==> config.mk <==
export PLATFORM = sky130hd
export DESIGN_NAME = interval_set_merge_insert
export DESIGN_NICKNAME = d
export VERILOG_FILES = /design/src/hw/rtl/ism_pkg.sv /design/src/hw/rtl/ism_cell.sv /design/src/hw/rtl/interval_set_merge_insert.sv
export SDC_FILE = /design/constraint.sdc
export NUM_CORES = 2
export LEC_CHECK = 0
export ABC_AREA = 1
export BUFFER_PORTS_ARGS = -buffer_cell sky130_fd_sc_hd__buf_2
export CAP_MARGIN = 5
export CORE_MARGIN = 5
export CORE_UTILIZATION = 62
export CTS_BUF_LIST = sky130_fd_sc_hd__clkbuf_2
export DETAILED_ROUTE_END_ITERATION = 10
export PLACE_DENSITY_LB_ADDON = 0.12
export SYNTH_ARGS = -nofsm -noshare
export SYNTH_HDL_FRONTEND = slang
export SYNTH_SLANG_ARGS = --single-unit
==> constraint.sdc <==
create_clock -name i_clk -period 20.6 [get_ports i_clk]
set_input_delay 1.03 -clock i_clk [delete_from_list [all_inputs] [get_ports i_clk]]
set_output_delay 1.03 -clock i_clk [all_outputs]
set_load 0.01 [all_outputs]
==> src/hw/rtl/ism_pkg.sv <==
// Package: payload types and constants of the interval set block.
package ism_pkg;
    localparam int MaxIntervals = 16;
    localparam int TimeBits     = 32;

    typedef enum logic [1:0] {
        CMD_INSERT = 2'd0,
        CMD_QUERY  = 2'd1,
        CMD_MATCH  = 2'd2,
        CMD_NONE   = 2'd3
    } t_cmd;

    typedef struct packed {
        logic [1:0]  command;
        logic [31:0] start_time;
        logic [31:0] stop_time;
        logic [31:0] query_time;
    } t_in;

    typedef struct packed {
        logic [4:0]  entry_count;
        logic        inside_interval;
        logic [31:0] seconds_left;
        logic        exact_match;
        logic        table_overflow;
    } t_out;
endpackage

==> src/hw/rtl/ism_cell.sv <==
// Cell: one stored interval; one link of the rotating chain used for insert and merge.
module ism_cell #(
    parameter int TIME_W = ism_pkg::TimeBits
) (
    input  logic              i_clk,
    input  logic              i_rst_n,
    input  logic              i_load,
    input  logic              i_in_vld,
    input  logic [TIME_W-1:0] i_in_s,
    input  logic [TIME_W-1:0] i_in_e,
    output logic              o_vld,
    output logic [TIME_W-1:0] o_s,
    output logic [TIME_W-1:0] o_e
);
    logic              r_vld;
    logic [TIME_W-1:0] r_s, r_e;

    always_ff @(posedge i_clk) begin
        if (!i_rst_n) begin
            r_vld <= 1'b0;
        end else if (i_load) begin
            r_vld <= i_in_vld;
        end
    end

    always_ff @(posedge i_clk) begin
        if (i_load) begin
            r_s <= i_in_s;
            r_e <= i_in_e;
        end
    end

    assign o_vld = r_vld;
    assign o_s   = r_s;
    assign o_e   = r_e;
endmodule

==> src/hw/rtl/interval_set_merge_insert.sv <==
// Sequence: an accepted beat is checked against every cell in SCAN; query, match and unknown
// commands, and an insert dropped on a full table, then go to DONE, while any other insert
// first walks the cells in FILL to reach a free one. The result is registered from DONE.
// One item at a time: the next beat is taken only once the previous result has gone into
// the output register, so a result still waiting there under a stall holds off the next beat.
// Reset (synchronous, active low) empties the table and drops a waiting result.
module interval_set_merge_insert #(
    parameter int MAX_INTERVALS = ism_pkg::MaxIntervals,
    parameter int TIME_BITS     = ism_pkg::TimeBits
) (
    input  logic          i_clk,
    input  logic          i_rst_n,
    input  logic          i_in_valid,
    output logic          o_in_stall,
    input  ism_pkg::t_in  i_in_data,
    output logic          o_out_valid,
    input  logic          i_out_stall,
    output ism_pkg::t_out o_out_data
);
    import ism_pkg::*;

    localparam int N  = MAX_INTERVALS;
    localparam int CW = $clog2(N + 1);
    localparam int KW = $clog2(N);

    typedef enum logic [3:0] {
        ST_IDLE = 4'b0001,
        ST_SCAN = 4'b0010,
        ST_FILL = 4'b0100,
        ST_DONE = 4'b1000
    } t_state;

    t_state               r_state, n_state;
    logic [KW-1:0]        r_k;
    logic [CW-1:0]        r_cnt;
    t_cmd                 r_cmd;
    logic [TIME_BITS-1:0] r_a, r_b, r_t;
    // merged interval grows while the chain rotates
    logic [TIME_BITS-1:0] r_ps, r_pe;
    logic                 r_merged, r_found, r_match, r_ovf;
    logic [TIME_BITS-1:0] r_bs, r_be;
    logic                 r_out_vld;
    t_out                 r_obuf;

    logic [N-1:0]         w_vld;
    logic [TIME_BITS-1:0] w_s [N];
    logic [TIME_BITS-1:0] w_e [N];
    logic                 w_load, w_hvld;
    logic [TIME_BITS-1:0] w_hs, w_he;
    logic [TIME_BITS-1:0] w_ia, w_ib, w_lo_in, w_hi_in;
    logic                 w_tv, w_ov, w_absorb, w_last, w_full, w_out_free;
    logic [TIME_BITS-1:0] w_ts, w_te;
    logic                 w_inside;
    logic [TIME_BITS-1:0] w_left;
    t_out                 w_res;

    assign w_ia    = TIME_BITS'(i_in_data.start_time);
    assign w_ib    = TIME_BITS'(i_in_data.stop_time);
    assign w_lo_in = (w_ib < w_ia) ? w_ib : w_ia;
    assign w_hi_in = (w_ib < w_ia) ? w_ia : w_ib;

    genvar g;
    generate
        for (g = 0; g < N; g++) begin : g_cell
            if (g == 0) begin : g_head
                ism_cell #(.TIME_W(TIME_BITS)) u_cell (
                    .i_clk, .i_rst_n, .i_load(w_load),
                    .i_in_vld(w_hvld), .i_in_s(w_hs), .i_in_e(w_he),
                    .o_vld(w_vld[g]), .o_s(w_s[g]), .o_e(w_e[g]));
            end else begin : g_body
                ism_cell #(.TIME_W(TIME_BITS)) u_cell (
                    .i_clk, .i_rst_n, .i_load(w_load),
                    .i_in_vld(w_vld[g-1]), .i_in_s(w_s[g-1]), .i_in_e(w_e[g-1]),
                    .o_vld(w_vld[g]), .o_s(w_s[g]), .o_e(w_e[g]));
            end
        end
    endgenerate

    // tail cell holds the entry examined this cycle; entries sit in any cell, unordered
    assign w_tv = w_vld[N-1];
    assign w_ts = w_s[N-1];
    assign w_te = w_e[N-1];

    assign w_ov       = (w_ts <= r_b) && (r_a <= w_te);
    assign w_absorb   = (r_state == ST_SCAN) && (r_cmd == CMD_INSERT) && w_tv && w_ov;
    assign w_last     = (r_k == KW'(N - 1));
    assign w_full     = !r_merged && !w_absorb && (r_cnt == CW'(N));
    assign w_out_free = !r_out_vld || !i_out_stall;
    assign w_load     = (r_state == ST_SCAN) || (r_state == ST_FILL);

    // recirculate the tail; drop absorbed entries; drop the merged interval into a free cell
    always_comb begin
        w_hvld = w_tv;
        w_hs   = w_ts;
        w_he   = w_te;
        if (w_absorb) begin
            w_hvld = 1'b0;
        end else if (r_state == ST_FILL && !w_tv) begin
            w_hvld = 1'b1;
            w_hs   = r_ps;
            w_he   = r_pe;
        end
    end

    always_comb begin
        n_state = r_state;
        unique case (r_state)
            ST_IDLE: if (i_in_valid) n_state = ST_SCAN;
            ST_SCAN: if (w_last) begin
                n_state = (r_cmd == CMD_INSERT && !w_full) ? ST_FILL : ST_DONE;
            end
            ST_FILL: if (!w_tv) n_state = ST_DONE;
            ST_DONE: if (w_out_free) n_state = ST_IDLE;
            default: n_state = ST_IDLE;
        endcase
    end

    assign o_in_stall = (r_state != ST_IDLE);

    always_ff @(posedge i_clk) begin
        if (!i_rst_n) begin
            r_state   <= ST_IDLE;
            r_cnt     <= '0;
            r_out_vld <= 1'b0;
        end else begin
            r_state <= n_state;
            if (w_absorb) begin
                r_cnt <= r_cnt - CW'(1);
            end else if (r_state == ST_FILL && !w_tv) begin
                r_cnt <= r_cnt + CW'(1);
            end
            if (r_state == ST_DONE && w_out_free) begin
                r_out_vld <= 1'b1;
            end else if (!i_out_stall) begin
                r_out_vld <= 1'b0;
            end
        end
    end

    always_ff @(posedge i_clk) begin
        unique case (r_state)
            ST_IDLE: if (i_in_valid) begin
                r_k      <= '0;
                r_cmd    <= t_cmd'(i_in_data.command);
                r_a      <= w_lo_in;
                r_b      <= w_hi_in;
                r_t      <= TIME_BITS'(i_in_data.query_time);
                r_ps     <= w_lo_in;
                r_pe     <= w_hi_in;
                r_merged <= 1'b0;
                r_found  <= 1'b0;
                r_match  <= 1'b0;
                r_ovf    <= 1'b0;
            end
            ST_SCAN: begin
                r_k <= r_k + KW'(1);
                if (w_tv) begin
                    unique case (r_cmd)
                        CMD_INSERT: if (w_ov) begin
                            r_merged <= 1'b1;
                            if (w_ts < r_ps) r_ps <= w_ts;
                            if (w_te > r_pe) r_pe <= w_te;
                        end
                        // stored intervals never touch, so the earliest stop is the first one
                        CMD_QUERY: if (r_t < w_te && (!r_found || w_te < r_be)) begin
                            r_found <= 1'b1;
                            r_bs    <= w_ts;
                            r_be    <= w_te;
                        end
                        CMD_MATCH: if (w_ts == r_a && w_te == r_b) r_match <= 1'b1;
                        default: ;
                    endcase
                end
                if (w_last && r_cmd == CMD_INSERT && w_full) r_ovf <= 1'b1;
            end
            ST_FILL: ;
            ST_DONE: if (w_out_free) r_obuf <= w_res;
            default: ;
        endcase
    end

    always_comb begin
        w_inside = r_found && (r_bs <= r_t);
        if (!r_found) begin
            w_left = '0;
        end else if (w_inside) begin
            w_left = r_be - r_t;
        end else begin
            w_left = r_bs - r_t;
        end
        w_res.entry_count     = 5'(r_cnt);
        w_res.inside_interval = w_inside;
        w_res.seconds_left    = 32'(w_left);
        w_res.exact_match     = r_match;
        w_res.table_overflow  = r_ovf;
    end

    assign o_out_valid = r_out_vld;
    assign o_out_data  = r_obuf;
endmodule

==> results.sh <==
export IMPL_status="completed"
export IMPL_finalSetupViolCount=0
export IMPL_start_util_pct=62.62
export IMPL_rows=107
export IMPL_utilization_pct=70.08
export IMPL_placed_area_um2=55560
export IMPL_synthCells=3791
export IMPL_drc_errors=0
export IMPL_die_x_um=303.7
export IMPL_finalHoldViolCount=0
export IMPL_clockBufferDepth=4
export IMPL_area_delta_synth_final_pct=11.91
export IMPL_syn_nets=4183
export IMPL_cts_sinks=1324
export IMPL_coreArea_um2=85410
export IMPL_critPathKind="flip-flop to flip-flop"
export IMPL_vdd_ir_drop_worst_mv=0.07294
export IMPL_postCtsSetupBuffers=0
export IMPL_dpl_hpwl_um=74070
export IMPL_design_die_area_um2=92240
export IMPL_fin_ws_ns=14.95
export IMPL_fill_cells=6060
export IMPL_ys_seq_area_share_pct=73.85
export IMPL_avgSynthCellArea_um2=14.11
export IMPL_antenna_left=0
export IMPL_period_minus_slack_ns=5.647
export IMPL_power_density_nw_per_um2=123.7
export IMPL_dp_slack_ns=14.93
export IMPL_cp_end_kind="flip-flop"
export IMPL_finClkSkew_ns=0.1551
export IMPL_grt_first_pass_wirelength_um=172900
export IMPL_critPathBufInv=7
export IMPL_drt_wl_total_um=112200
export IMPL_syn_area_um2=53490
export IMPL_fin_crit_sh_pct=27.41
export IMPL_post_drt_wl_per_cell_um=19.55
export IMPL_cp_cell_sequence="nor2_1, inv_1, nor3_4, nor2_1, buf_4, inv_8, buf_12, buf_4, buf_4, buf_12"
export IMPL_critPathTopFamily="buffers and inverters"
export IMPL_start_kind="flip-flop"
export IMPL_worst_slew_margin_rel_pct=20.45
export IMPL_finalMaxSlewViolations=0
export IMPL_max_stage_delay_ns=0.81
export IMPL_met3_usage_pct=4.760
export IMPL_ys_types=54
export IMPL_drtIter0Drc=3090
export IMPL_clk_pin_slew_ns=0.10
export IMPL_critPathArrivalTime_ns=6.62
export IMPL_die_h_um=303.7
export IMPL_grt_antenna_before_repair=7
export IMPL_async_flop_share_pct=0
export IMPL_grt_start_max_net_pins=211
export IMPL_grt_util_all_layers_pct=24.21
export IMPL_hold_class="input pin to flip-flop"
export IMPL_power_w=0.007404
export IMPL_ys_ff_latch=1324
export IMPL_critPathRequiredTime_ns=21.57
export IMPL_use_met1_pct=37.01
export IMPL_clk_latency_ns=1.47
export IMPL_pin_count=144
export IMPL_grtUsageMet2_pct=34.80
export IMPL_crit_top_cell="buf_4"
export IMPL_p_leak_nw=23.18
export IMPL_vias=31500
export IMPL_grt_busiest_layer="met1"
export IMPL_cp_max_fo=210
export IMPL_vias_per_cell=5.485
export IMPL_gp_congestion=0.9141
export IMPL_drive_gt1_share_pct=15.75
export IMPL_first_pass_iters=6
export IMPL_ys_warnings_count=0
export IMPL_tns_ns=0
export IMPL_cts_tree="built"
export IMPL_slowest_stage="buf_4"
export IMPL_htree_levels=5
export IMPL_finalNetCount=4753
export IMPL_tightest_slew_ns=1.193
export IMPL_synth_edf_count=1298
export IMPL_clock_root_buffer="clkbuf_2"
export IMPL_synthFlopType="edfxtp_1"
export IMPL_io_buffers=143
export IMPL_rsz0062_at_grt="false"
export IMPL_cts_buffers=333
export IMPL_drv_cap=0
export IMPL_overflow=0
export IMPL_max_freq_ghz=0.1771
export IMPL_grt_pass1_vias=31070
export IMPL_final_cell_area_um2=59860
## power by group
group          internal (W)  leakage, nW  switching, W  total, W
Combinational      0.000577         8.89       0.00122   0.00180
Sequential          0.00363         12.0      0.000274   0.00391
Clock              0.000705         2.26      0.000996   0.00170
## cells in the mapped netlist, types with 3 or more instances
master | n | area share, %
edfxtp_1 | 1298 | 73
nand2_1 | 477 | 3.3
inv_1 | 413 | 2.9
ha_1 | 287 | 6.7
o21ai_0 | 237 | 2.2
a21oi_1 | 217 | 2.0
nor2_1 | 200 | 1.4
nand3_1 | 194 | 1.8
and2_1 | 65 | 0.76
xor2_1 | 52 | 0.85
nand4_1 | 41 | 0.48
nor3_1 | 34 | 0.32
clkbuf_1 | 32 | 0.22
xnor2_1 | 27 | 0.44
dfxtp_1 | 26 | 0.97
buf_2 | 23 | 0.22
o21a_1 | 19 | 0.27
a21o_1 | 12 | 0.17
a31oi_1 | 12 | 0.14
nand2_2 | 10 | 0.12
nor4_1 | 10 | 0.12
o21ai_1 | 10 | 0.094
a22o_1 | 9 | 0.15
or2_2 | 9 | 0.11
o21bai_1 | 8 | 0.11
inv_2 | 7 | 0.049
a211oi_1 | 5 | 0.070
a21boi_0 | 5 | 0.070
o211ai_1 | 5 | 0.070
buf_6 | 4 | 0.084
nand3_2 | 4 | 0.075
nand3b_1 | 4 | 0.056
nor2_2 | 4 | 0.047
and3_1 | 3 | 0.035
fa_1 | 3 | 0.11
nor3b_1 | 3 | 0.042
o221ai_1 | 3 | 0.049
## routing by layer
| metal | up-vias | wire [µm] |
|---|---|---|
| li1 | 14990 | - |
| met1 | 14910 | 50870 |
| met2 | 1350 | 48880 |
| met3 | 247 | 8870 |
| met4 | 0 | 3631 |
| met5 | - | 0 |
## cell usage in the layout (no fill, tap or decap), types with 12 or more instances in the layout
cell,netlist,final
buf_2,23,143
clkinv_2,0,12
a21oi_1,217,216
nand3_1,194,194
nor3_1,34,34
inv_1,413,411
dlygate4sd3_1,0,135
inv_2,7,15
clkbuf_2,0,477
and2_1,65,65
buf_4,0,15
xnor2_1,27,27
xor2_1,52,52
dfxtp_1,26,26
nand4_1,41,41
o21ai_0,237,237
nand2_1,477,475
a21o_1,12,12
a31oi_1,12,12
ha_1,287,287
clkinv_1,0,59
edfxtp_1,1298,1298
nor2_1,200,196
o21a_1,19,19
nand2_2,10,12
## kinds of logic (layout without fill, tap and decap cells)
| family | after synthesis | after routing | synth area share (%) |
|---|---|---|---|
| XOR/XNOR | 79 | 79 | 1.294 |
| flip-flops | 1324 | 1324 | 73.85 |
| other | 0 | 7 | 0 |
| buffers and inverters | 482 | 1282 | 3.537 |
| AND/OR/NAND/NOR | 1068 | 1068 | 8.962 |
| AO/OA/AOI/OAI | 548 | 548 | 5.535 |
| adder cells (fa/ha/maj) | 290 | 290 | 6.826 |
## worst reg2reg max path, delay by kind of cell (launching register included)
kind                   cells  cell delay (ns)
AND/OR/NAND/NOR            3             0.56
flip-flops                 1             0.32
buffers and inverters      7             4.07
## layout make-up
cell class | count | area, µm² | share of cell area [%]
tap | 1144 | 1431 | 2.391
inverter | 421 | 1598 | 2.669
timing repair buffer | 296 | 2240 | 3.742
sequential | 1324 | 39500 | 65.99
clock inverter | 88 | 538.0 | 0.8988
multi-input combinational | 1985 | 12150 | 20.29
antenna | 7 | 17.52 | 0.02926
clock buffer | 477 | 2387 | 3.988
## final timing paths
check / depth (start not counted) / from / slack (ns) / end
worst min register to register: 0 / g_cell[11].g_body.u_cell.o_e[30] / 0.30 / g_cell[12].g_body.u_cell.o_e[30]
worst min-delay path: 2 / i_in_data[14] / 0.29 / r_t[14]
worst max register to register: 10 / r_state[3] / 14.95 / g_cell[6].g_body.u_cell.o_e[2]
worst max-delay path: 10 / r_state[3] / 14.95 / g_cell[6].g_body.u_cell.o_e[2]
## timing repair
| action | CTS | global route |
|---|---|---|
| resized for setup | 0 | 0 |
| endpoints found under the hold margin | 188 | 0 |
| hold buffers | 135 | 0 |
## stage by stage
| step | hold slack, ns | instances |
|---|---|---|
| 6_report | 0.2938 | 5742 |
| 2_1_floorplan | 0.4003 | 3791 |
| 5_1_grt | 0.1161 | 5742 |
| 3_5_place_dp | 0.4045 | 5035 |
| 4_1_cts | 0.03383 | 5735 |
| 3_3_place_gp | 0.4001 | 5035 |
(Power assumes the default switching activity.)
